## src/rbsi_pkg.sv

```systemverilog
`timescale 1ns / 1ps
package rbsi_pkg;
    localparam int COORD_W    = 32;
    localparam int FRAC_BITS  = 16;
    localparam int NUM_AXES   = 3;
    localparam int NUM_REGS   = 6;
    localparam int PDATA_W    = (COORD_W > 32) ? 64 : 32;
    localparam int ADDR_LSB   = (COORD_W > 32) ? 3 : 2;
    localparam int PADDR_W    = ADDR_LSB + 3;
    localparam int DIVIDEND_W = COORD_W + 1 + FRAC_BITS;
    // Prep register, divider pre-check, one stage per quotient bit, ordering register.
    localparam int LANE_LAT   = COORD_W + 3;

    typedef logic signed [COORD_W-1:0] coord_t;

    typedef enum logic [2:0] {
        REG_MIN_X = 3'd0,
        REG_MIN_Y = 3'd1,
        REG_MIN_Z = 3'd2,
        REG_MAX_X = 3'd3,
        REG_MAX_Y = 3'd4,
        REG_MAX_Z = 3'd5
    } reg_idx_t;

    // What one axis lane hands to the merge stage.
    typedef struct packed {
        logic   zero;     // direction component is zero
        logic   in_slab;  // origin lies within the slab
        coord_t t_near;   // smaller slab parameter
        coord_t t_far;    // larger slab parameter
    } lane_res_t;
endpackage

```

## src/rbsi_merge.sv

```systemverilog
`timescale 1ns / 1ps
module rbsi_merge (
    input  logic                 clk,
    input  logic                 en,
    input  rbsi_pkg::lane_res_t  lanes [rbsi_pkg::NUM_AXES],
    output logic                 hit
);
    import rbsi_pkg::*;

    logic hit_next;
    logic hit_reg;

    // Narrow the running interval axis by axis; touching counts as overlap.
    always_comb
    begin
        coord_t lo;
        coord_t hi;
        lo       = coord_t'({1'b1, {(COORD_W-1){1'b0}}});
        hi       = coord_t'({1'b0, {(COORD_W-1){1'b1}}});
        hit_next = 1'b1;
        for (int a = 0; a < NUM_AXES; a++)
        begin
            if (lanes[a].zero)
            begin
                if (!lanes[a].in_slab)
                    hit_next = 1'b0;
            end
            else
            begin
                if (lo > lanes[a].t_far || lanes[a].t_near > hi)
                    hit_next = 1'b0;
                if (lanes[a].t_near > lo)
                    lo = lanes[a].t_near;
                if (lanes[a].t_far < hi)
                    hi = lanes[a].t_far;
            end
        end
    end

    always_ff @(posedge clk)
    begin
        if (en)
            hit_reg <= hit_next;
    end

    assign hit = hit_reg;
endmodule

```

## config.mk

```make
export PLATFORM = sky130hd
export DESIGN_NAME = rbsi_merge
export DESIGN_NICKNAME = d
export VERILOG_FILES = /design/src/rbsi_pkg.sv /design/src/rbsi_merge.sv
export SDC_FILE = /design/constraint.sdc
export NUM_CORES = 1
export LEC_CHECK = 0
export BUFFER_PORTS_ARGS = -buffer_cell sky130_fd_sc_hd__buf_4
export CORE_MARGIN = 2
export CORE_UTILIZATION = 38
export CTS_CLUSTER_DIAMETER = 40
export DETAILED_ROUTE_END_ITERATION = 7
export PLACE_DENSITY = 0.72
export SLEW_MARGIN = 40
export SYNTH_ARGS = -nofsm -noshare
export SYNTH_HDL_FRONTEND = slang
export SYNTH_SLANG_ARGS = --single-unit
```

## constraint.sdc

```tcl
create_clock -name clk -period 5.8 [get_ports clk]
set_clock_uncertainty 0.2 [all_clocks]
set_input_delay 0.58 -clock clk [delete_from_list [all_inputs] [get_ports clk]]
set_output_delay 0.58 -clock clk [all_outputs]
set_load 0.01 [all_outputs]
```

# Word level (Yosys, flattened, before mapping)
# Cells that the tools add are included.
# op_classes
order_cmp	10
n_mux	17
reduce_logical	3
# op_table
operator	n
$mux 32	8
$gt 32x32->1	5
$gt 32x32->1 const B	2
$gt 32x32->1 const A	1
$lt 32x32->1	1
$lt 32x32->1 const B	1
$mux 1	9
$logic_or 1x1->1	3
# word_totals
reg_bits	1
inputBits	200
output_inout_bits	1
wordCells	31

# Depth between registers and ports, before layout
# Gate-level depths: netlist of the first run.
# depth
ltp_word	10
mapped_depth	23
depth_no_buf	20

# Worst setup path before layout of the first run
# No wires, ideal clock.
# synth_path
path_type	in2reg
startpoint	in lanes[163] (netlist bit)
endpoint	reg hit_reg, in the netlist hit (data pin)
arrival_ns	5.289
t_required_ns	5.433
path_slack_ns	0.144
cell_stages	23
cell_sequence	nand4b_1 nor4_1 a21o_1 clkbuf_1 clkbuf_1 nor2_1 ha_1 a21o_1 a21o_1 a21oi_1 o211ai_1 clkbuf_1 o21ai_0 o21ai_0 a2111oi_0 ha_1 a211oi_1 o21bai_1 a21o_1 a211o_1 a211oi_1 a41oi_1 a211oi_1
# synth_between
elab_chain_cells	10
elab_cells_between_ends	20
cone_classes	order compare: 5; mux: 12; reduce/logical: 3
# synth_lines
item	line_no	rtl
start, declared	rbsi_merge.sv:5	input rbsi_pkg::lane_res_t lanes [rbsi_pkg::NUM_AXES],
$lt 32x32->1	rbsi_merge.sv:34	if (lanes[a].t_far < hi)
$mux 32	rbsi_merge.sv:34	
$mux 32	rbsi_merge.sv:23	if (lanes[a].zero)
$lt 32x32->1	rbsi_merge.sv:34	
$mux 32	rbsi_merge.sv:34	
$mux 32	rbsi_merge.sv:23	
$gt 32x32->1	rbsi_merge.sv:30	if (lo > lanes[a].t_far || lanes[a].t_near > hi)
$logic_or 1x1->1	rbsi_merge.sv:30	
$mux 1	rbsi_merge.sv:30	
$mux 1 (*)	rbsi_merge.sv:23	
via hit_next	rbsi_merge.sv:10	logic hit_next;
end signal, assigned	rbsi_merge.sv:43	hit_reg <= hit_next;
end, declared	rbsi_merge.sv:11	logic hit_reg;
# The timed path passes the listed nets; every way through them passes the cells marked *.
# A chain may end at the register's enable or synchronous reset.

# Worst setup path in the final report of the first run
# layout_path
startpoint	in lanes[160] (netlist bit)
endpoint	reg hit_reg, in the netlist hit (data pin)
# The elaborated chain is that of the path after synthesis.

==> results of run 1 <==
per-stage QoR:
step           setup TNS (ns)  area, um2   util  instances  setup slack, ns
5_1_grt                -0.159      10400  0.558       1561           -0.159
4_1_cts                     0       9800  0.527       1541          0.00399
2_1_floorplan               0       7150      -       1030            0.144
6_report                    0      10400  0.558       1561           0.0964
3_3_place_gp           -0.332       9720  0.523       1540           -0.332
3_5_place_dp           -0.400       9720  0.523       1540           -0.400
cell type report:
type	count	share of cell area
multi-input combinational	866	0.659
sequential	1	0.00290
timing repair buffer	349	0.270
inverter	111	0.0402
tap	234	0.0282
metal layers:
metal,part of all wire,up-vias,global-route usage,routed length [um]
met2,0.43,462,0.411,12300
met4,0.025,0,0.0463,721
li1,-,4489,-,-
met1,0.45,4168,0.373,12800
met3,0.10,52,0.0598,2920
met5,0,-,0,0
power by group through the flow:
stage               combinational, mW  sequential (mW)  clock [mW]
floorplan                       0.472          0.00968           0
global placement                0.821          0.00920           0
detailed placement              0.841          0.00920           0
CTS                             0.859          0.00920           0
global route                     1.03          0.00927           0
finish                          0.936          0.00920           0
cell families (layout without fill, tap and decap cells):
kind of cell | Yosys count | after routing | synth area share
simple gates | 346 | 346 | 0.250
compound gates | 295 | 295 | 0.270
flops | 1 | 1 | 0.00420
mux | 34 | 34 | 0.0532
fa+ha+maj | 191 | 191 | 0.334
buf+inv | 163 | 460 | 0.0892
cells in the final DEF, fill, tap and decap left out, types with 24 or more instances in the layout:
cell type  synthesis  routed
nand4_1           75      75
nand2_1           24      24
mux2_2            31      31
nor3_1            70      67
inv_1            109     109
buf_4              0     327
nand2b_1          38      35
nor2_1            91      91
o21a_1            34      34
ha_1             191     188
a21oi_1           59      57
o21ai_0           91      76
worst min-delay path by stage:
stage | start | endpoint | slack, ns | depth (start not counted)
finish | en | hit$_DFFE_PP_ | 0.58 | 1
global route | en | hit$_DFFE_PP_ | 0.59 | 1
detailed placement | en | hit$_DFFE_PP_ | 0.58 | 1
global placement | en | hit$_DFFE_PP_ | 0.58 | 1
floorplan | en | hit$_DFFE_PP_ | 0.49 | 0
CTS | en | hit$_DFFE_PP_ | 0.58 | 1
what timing repair did:
item,4_1_cts,5_1_grt
setup buffers,1,14
gates cloned,0,6
resized for setup,25,92
pin swaps,2,48
setup endpoints to repair,1,1
==> summary.txt, run 1 <==
ant diodes - 0
Worst Setup SP - lanes[160]
DR WL/cell - 18.4 um
grt ovf - 0
Slew HR - 0.524
cell mode on critical path - buf_4
Fill cells - 1,756
PwrDens - 91.2 nW/um2
layout cell share with drive strength beyond 1 - 0.324
period utilisation layout - 0.983
max reg flops - 1
Worst path depth - 24
Mapped Avg Cell Area - 6.94 um2
Async SR Flop Fraction - 0
crit-path cells - buf_4, nand4_1, nor4_2, buf_4, a21o_4, buf_12, buf_8, nor2_1, ha_1, nand4_1, nor4_2, buf_4, o31a_4, clkbuf_16, o21ai_0, a2111oi_0, buf_4, ha_1, and4_1, nand3_1, a21oi_2, o2111ai_2, a41oi_2, a211oi_1
row cnt - 50
Syn Inst Count - 1,030
NumNets Final - 1,720
final setup fails - 0
Hold Vio Cnt, Final - 0
min cycle time layout - 5.70 ns
post-DR vias/cell - 5.88
NetSw - 481 uW
status - complete, no violations
worst min path class - in2reg
port bufs - 200
Worst path max stage delay - 0.62 ns
CTS clk-pin slew, worst paths - 0 ns
Hold WS - 0.581 ns
antenna violations before repair - 0
Worst Max-Slew Pin Slew - 0.705 ns
die height - 141 um
CP startpoint kind - input pin
number of global-route vias before repair - 8,598
worst setup path class - in2reg
WP data arrival - 5.32 ns
# DRC - 0
VDD IR max - 0.0304 mV
top-count cell post-synth - ha_1
Tot GR Track Use - 0.263
max cap viols - 0
count of flip-flops with a built-in enable after synthesis - 1
critical path buffer and inverter count - 7
GPL Wtd Cong - 0.996
internal cell power - 464 uW
synth top area cells - ha_1, nand4_1, o21ai_0, inv_1, nor3_1
sequential power share - 0.010
pin count of the biggest net entering global routing - 47
CP endpoint - hit$_DFFE_PP_
clock power share - 0
P&R area growth vs syn - 44.9%
CP endpoint kind - flip-flop
CP delay by family, top - compound AO/OA/AOI/OAI gates
Net Count, Synth - 1,421
critical-path maximum fanout - 7
Leak Pwr - 5.23 nW
Iter 0 DRT Violations - 753
ys flop type - edfxtp_1
Core Box Area - 18,600 um2
post-route ant nets - 0
Critical-path top delay cell - a2111oi_0
Yosys warnings - 0
DIE WIDTH - 141 um
sw frac - 0.509
Initial Util - 0.385
Yosys top cell area share - 0.334
io pins - 201
routed via count - 9,171
first-pass GRT wire length - 42,600 um
Synth top cells by count - ha_1, inv_1, nor2_1, o21ai_0, nand4_1
full die area - 19,900 um2
Multi-input gate area - 6830 um2
Synth area leader - ha_1
drt total wl - 28,800 um
data required time of the worst path - 5.41 ns
Yosys cell types - 53
FF+latch count, synth - 1
CTS hold repair buffers - 0
post-synthesis sequential area ratio - 0.00420
combinational share of power - 0.990
synthesized area - 7150 um2
final max-slew violation count - 0
DRT Pass-1 Iters - 5
DP HPWL - 23,600 um
Achievable Freq - 175 MHz
total power - 945 uW
FF/Latch Area - 30.0 um2
Power figures use the tool's default switching activity.
==> inputs of run 2 (changes only) <==
BUFFER_PORTS_ARGS = -buffer_cell sky130_fd_sc_hd__buf_2   (was -buffer_cell sky130_fd_sc_hd__buf_4)
==> run 2 against run 1 <==
  * Total power fell by 2.3%
  * Largest cell class unchanged
  * Highest routed layer unchanged
  * Setup slack got worse by 0.011 ns
  * Worst hold slack better by 0.0031 ns
==> summary.txt, run 2 (synthesis results as in run 1) <==
Tot GR Track Use - 0.257 (was 0.263)
data required time of the worst path - 5.33 ns (was 5.41 ns)
Fill cells - 1,805 (was 1,756)
status - complete, no violations (unchanged)
worst min path class - in2reg (unchanged)
DP HPWL - 23,200 um (was 23,600 um)
grt ovf - 0 (unchanged)
io pins - 201 (unchanged)
Hold Vio Cnt, Final - 0 (unchanged)
CTS hold repair buffers - 0 (unchanged)
met2 wire length - 12,000 um (was 12,300 um)
Initial Util - 0.385 (unchanged)
max reg flops - 1 (unchanged)
Worst Max-Slew Pin Slew - 0.808 ns (was 0.705 ns)
period utilisation layout - 0.985 (was 0.983)
routed via count - 9,201 (was 9,171)
Worst Setup SP - lanes[160] (unchanged)
NumNets Final - 1,726 (was 1,720)
VDD IR max - 0.0617 mV (was 0.0304 mV)
DR WL/cell - 18.1 um (was 18.4 um)
pin count of the biggest net entering global routing - 129 (was 47)
WP data arrival - 5.24 ns (was 5.32 ns)
Hold Path Cell Cnt - 1 (unchanged)
Leak Pwr - 5.05 nW (was 5.23 nW)
DRT Pass-1 Iters - 6 (was 5)
min cycle time layout - 5.71 ns (was 5.70 ns)
CP endpoint kind - flip-flop (unchanged)
drt total wl - 28,400 um (was 28,800 um)
row cnt - 50 (unchanged)
layout cell share with drive strength beyond 1 - 0.329 (was 0.324)
final std cells w/o fill - 1,568 (was 1,561)
CP startpoint kind - input pin (unchanged)
port bufs - 200 (unchanged)
worst setup path class - in2reg (unchanged)
sink of the worst hold path - hit$_DFFE_PP_ (unchanged)
first-pass GRT wire length - 41,900 um (was 42,600 um)
PwrDens - 93.4 nW/um2 (was 91.2 nW/um2)
final setup fails - 0 (unchanged)
commonest non-fill, non-tap cell in the layout - buf_2 (was buf_4)
Iter 0 DRT Violations - 830 (was 753)
final max-slew violation count - 0 (unchanged)
full die area - 19,900 um2 (unchanged)
critical-path maximum fanout - 13 (was 7)
post-DR vias/cell - 5.87 (was 5.88)
GPL Wtd Cong - 0.966 (was 0.996)
P&R area growth vs syn - 38.3% (was 44.9%)
post-route ant nets - 0 (unchanged)
most frequent cells in the layout - buf_2, ha_1, buf_4 (was buf_4, ha_1, inv_1)
Slew HR - 0.460 (was 0.524)
DIE WIDTH - 141 um (unchanged)
Place WS - -0.490 ns (was -0.400 ns)
Core Box Area - 18,600 um2 (unchanged)
hold wc startpoint - en (unchanged)
routed length on met1 - 13,100 um (was 12,800 um)
die height - 141 um (unchanged)
number of global-route vias before repair - 8,309 (was 8,598)
Multi-input gate area - 6850 um2 (was 6830 um2)
Met3 Wirelength - 2590 um (was 2920 um)
FF/Latch Area - 30.0 um2 (unchanged)
CTS clk-pin slew, worst paths - 0 ns (about the same)
dpl cells - 1,544 (was 1,540)
Top Layer Used - met4 (unchanged)
Achievable Freq - 175 MHz (about the same)
# DRC - 0 (unchanged)
max cap viols - 0 (unchanged)
PnR worst setup slack - 0.0859 ns (was 0.0964 ns)
antenna violations before repair - 1 (was 0)
run 2: cell count changes in the layout (fill, tap and decap cells not counted), sizes merged:
cell / before / now
buf: 346 / 352
diode: 0 / 1
run 2: layer usage:
layer | track usage | vias to the layer above
met1 | 0.382 | 4169
li1 | - | 4509
met3 | 0.0245 | 54
met5 | 0 | -
met4 | 0.0489 | 0
met2 | 0.402 | 469
run 2: critical path, cell delays in order:
cell and delay, ns:
buf_2 0.09, nand4_1 0.20, nor4_2 0.30, buf_4 0.15, a21o_4 0.16, buf_8 0.15
buf_4 0.11, nor2_1 0.05, ha_1 0.27, nand4_1 0.20, nor4_2 0.35, buf_4 0.17
o31a_4 0.21, buf_12 0.16, o21ai_0 0.13, a2111oi_2 0.38, buf_4 0.17, ha_1 0.22
nand4_1 0.13, nor2_1 0.08, a311oi_2 0.29, a21oi_2 0.10, a211oi_2 0.24, buf_4 0.15
a21o_1 0.13, a211oi_2 0.07
run 2: cell type report:
| class | count | area share |
|---|---|---|
| diodes | 1 | 0.000253 |
| repair buffers | 355 | 0.233 |
| flip-flops and latches | 1 | 0.00304 |
| well taps | 234 | 0.0296 |
| inverters | 111 | 0.0421 |
| multi-input cells | 866 | 0.692 |
run 2: worst max-delay path by stage:
| stage | to | slack (ns) | cells after the start |
|---|---|---|---|
| floorplan | hit$_DFFE_PP_ | 0.14 | 23 |
| global placement | hit$_DFFE_PP_ | -0.33 | 25 |
| detailed placement | hit$_DFFE_PP_ | -0.49 | 25 |
| CTS | hit$_DFFE_PP_ | 0.06 | 26 |
| global route | hit$_DFFE_PP_ | -0.17 | 25 |
| finish | hit$_DFFE_PP_ | 0.09 | 26 |
run 2: through the flow:
stage / util / power [mW] / hold slack (ns) / area (um2) / TNS (ns)
after floorplan: - / 0.482 / 0.492 / 7150 / 0
after global placement: 0.499 / 0.799 / 0.579 / 9270 / -0.331
after detailed placement: 0.499 / 0.815 / 0.587 / 9270 / -0.490
after CTS: 0.505 / 0.836 / 0.587 / 9390 / 0
after global routing: 0.532 / 1.01 / 0.590 / 9890 / -0.166
final: 0.532 / 0.924 / 0.584 / 9890 / 0
run 2: report_power, final:
| part | internal, mW | switching (mW) |
|---|---|---|
| Clock | 0.0000000230 | 0 |
| Sequential | 0.00905 | 0.000130 |
| Combinational | 0.429 | 0.485 |
| Total | 0.438 | 0.486 |
run 2: timing repair:
| action | 4_1_cts | 5_1_grt |
|---|---|---|
| endpoints found under the setup margin | 1 | 1 |
| buffers inserted | 3 | 15 |
| pin swaps | 6 | 43 |
| cloned | 1 | 4 |
| resized for setup | 29 | 82 |
==> inputs of run 3 (changes only) <==
BUFFER_PORTS_ARGS = -buffer_cell sky130_fd_sc_hd__clkbuf_2   (was -buffer_cell sky130_fd_sc_hd__buf_2)
==> run 3 against run 2 <==
  * Wire length fell by 2.4%
  * Die area unchanged
  * Utilization up 0.35 points
  * Combinational power fell by 0.9%
  * Sequential cell count is the same
  * Global-route usage down 0.30 points
  * Via count fell by 1.1%
  * Total power decreased by 0.96%
  * Critical path depth decreased by 1
  * First-iteration DRC count up 0.24%
  * Worst hold slack got worse by 0.0010 ns
  * Highest routed layer unchanged
==> summary.txt, run 3 (synthesis results as in run 1) <==
status - complete, no violations (unchanged)
Place WS - -0.266 ns (was -0.490 ns)
Critical-path top delay cell - nor4_2 (was a2111oi_2)
P&R area growth vs syn - 39.2% (was 38.3%)
Tot GR Track Use - 0.254 (was 0.257)
VDD IR max - 0.0320 mV (was 0.0617 mV)
worst min path class - in2reg (unchanged)
ant diodes - 0 (was 1)
WP data arrival - 5.35 ns (was 5.24 ns)
Leak Pwr - 5.08 nW (was 5.05 nW)
critical-path maximum fanout - 11 (was 13)
min cycle time layout - 5.72 ns (was 5.71 ns)
DIE WIDTH - 141 um (unchanged)
DP HPWL - 22,800 um (was 23,200 um)
drt total wl - 27,700 um (was 28,400 um)
# DRC - 0 (unchanged)
DRT Pass-1 Iters - 5 (was 6)
dpl cells - 1,544 (unchanged)
grt ovf - 0 (unchanged)
PnR worst setup slack - 0.0828 ns (was 0.0859 ns)
data required time of the worst path - 5.43 ns (was 5.33 ns)
antenna violations before repair - 1 (unchanged)
final std cells w/o fill - 1,559 (was 1,568)
max reg flops - 1 (unchanged)
first-pass GRT wire length - 41,400 um (was 41,900 um)
CTS clk-pin slew, worst paths - 0 ns (about the same)
commonest non-fill, non-tap cell in the layout - clkbuf_2 (was buf_2)
DR WL/cell - 17.8 um (was 18.1 um)
Hold Vio Cnt, Final - 0 (unchanged)
NumNets Final - 1,718 (was 1,726)
port bufs - 200 (unchanged)
Core Box Area - 18,600 um2 (unchanged)
row cnt - 50 (unchanged)
setup TNS - 0 ns (unchanged)
post-DR vias/cell - 5.83 (was 5.87)
Worst Max-Slew Pin Slew - 0.631 ns (was 0.808 ns)
max cap viols - 0 (unchanged)
Initial Util - 0.385 (unchanged)
number of global-route vias before repair - 8,310 (was 8,309)
worst setup path class - in2reg (unchanged)
GPL Wtd Cong - 0.925 (was 0.966)
routed via count - 9,096 (was 9,201)
most frequent cells in the layout - clkbuf_2, ha_1, buf_4 (was buf_2, ha_1, buf_4)
Worst path max stage delay - 0.42 ns (was 0.38 ns)
CTS hold repair buffers - 0 (unchanged)
PwrDens - 91.9 nW/um2 (was 93.4 nW/um2)
Achievable Freq - 175 MHz (about the same)
Slew HR - 0.574 (was 0.460)
layout cell share with drive strength beyond 1 - 0.334 (was 0.329)
CP endpoint kind - flip-flop (unchanged)
post-route ant nets - 0 (unchanged)
final max-slew violation count - 0 (unchanged)
Iter 0 DRT Violations - 832 (was 830)
die height - 141 um (unchanged)
io pins - 201 (unchanged)
pin count of the biggest net entering global routing - 130 (was 129)
CP startpoint kind - input pin (unchanged)
period utilisation layout - 0.986 (was 0.985)
full die area - 19,900 um2 (unchanged)
final setup fails - 0 (unchanged)
## run 3: cell count changes in the layout (fill, tap and decap cells not counted), sizes merged
cell	previous run	this run
buf	352	143
diode	1	0
clkbuf	3	204
## run 3: repair_timing
item / CTS / global route
buffers inserted: 0 / 9
pin swaps: 6 / 41
endpoints found under the setup margin: 1 / 1
cloned: 0 / 6
resized for setup: 26 / 94
endpoints found under the hold margin: 0 / 0
## run 3: critical path, delay by kind of cell
family | cells | cell delay (ns)
AO/OA/AOI/OAI | 9 | 1.89
AND/OR/NAND/NOR | 7 | 1.40
buffers and inverters | 7 | 0.97
adder cells (fa/ha/maj) | 2 | 0.49
## run 3: power breakdown
group          internal, mW  switching (mW)  leakage (nW)
Clock                     0               0             0
Combinational         0.427           0.478          5.07
Sequential          0.00905        0.000173       0.00955
## run 3: final timing paths
check  cells past startpoint  startpoint       endpoint
max                       25  lanes[158]  hit$_DFFE_PP_
min                        1          en  hit$_DFFE_PP_
## run 3: layer usage
metal	up-vias	global-route usage	wire length, um
li1	4482	-	-
met1	4121	0.373	13000
met2	437	0.398	11800
met3	56	0.0363	2280
met4	0	0.0405	591
met5	-	0	0
## run 3: layout make-up
type	instances	area, um2
sequential	1	30.0
timing repair buffer	347	2320
multi-input combinational	866	6890
inverter	111	417
tap	234	293
fill	1766	8620
## run 3: per-stage QoR
step                 util  power, mW  hold WS, ns  instance area (um2)
finish              0.536      0.915        0.583                 9960
detailed placement  0.500      0.818        0.583                 9290
global placement    0.500      0.800        0.588                 9290
CTS                 0.504      0.835        0.583                 9360
floorplan               -      0.482        0.492                 7150
global route        0.536       1.01        0.598                 9960
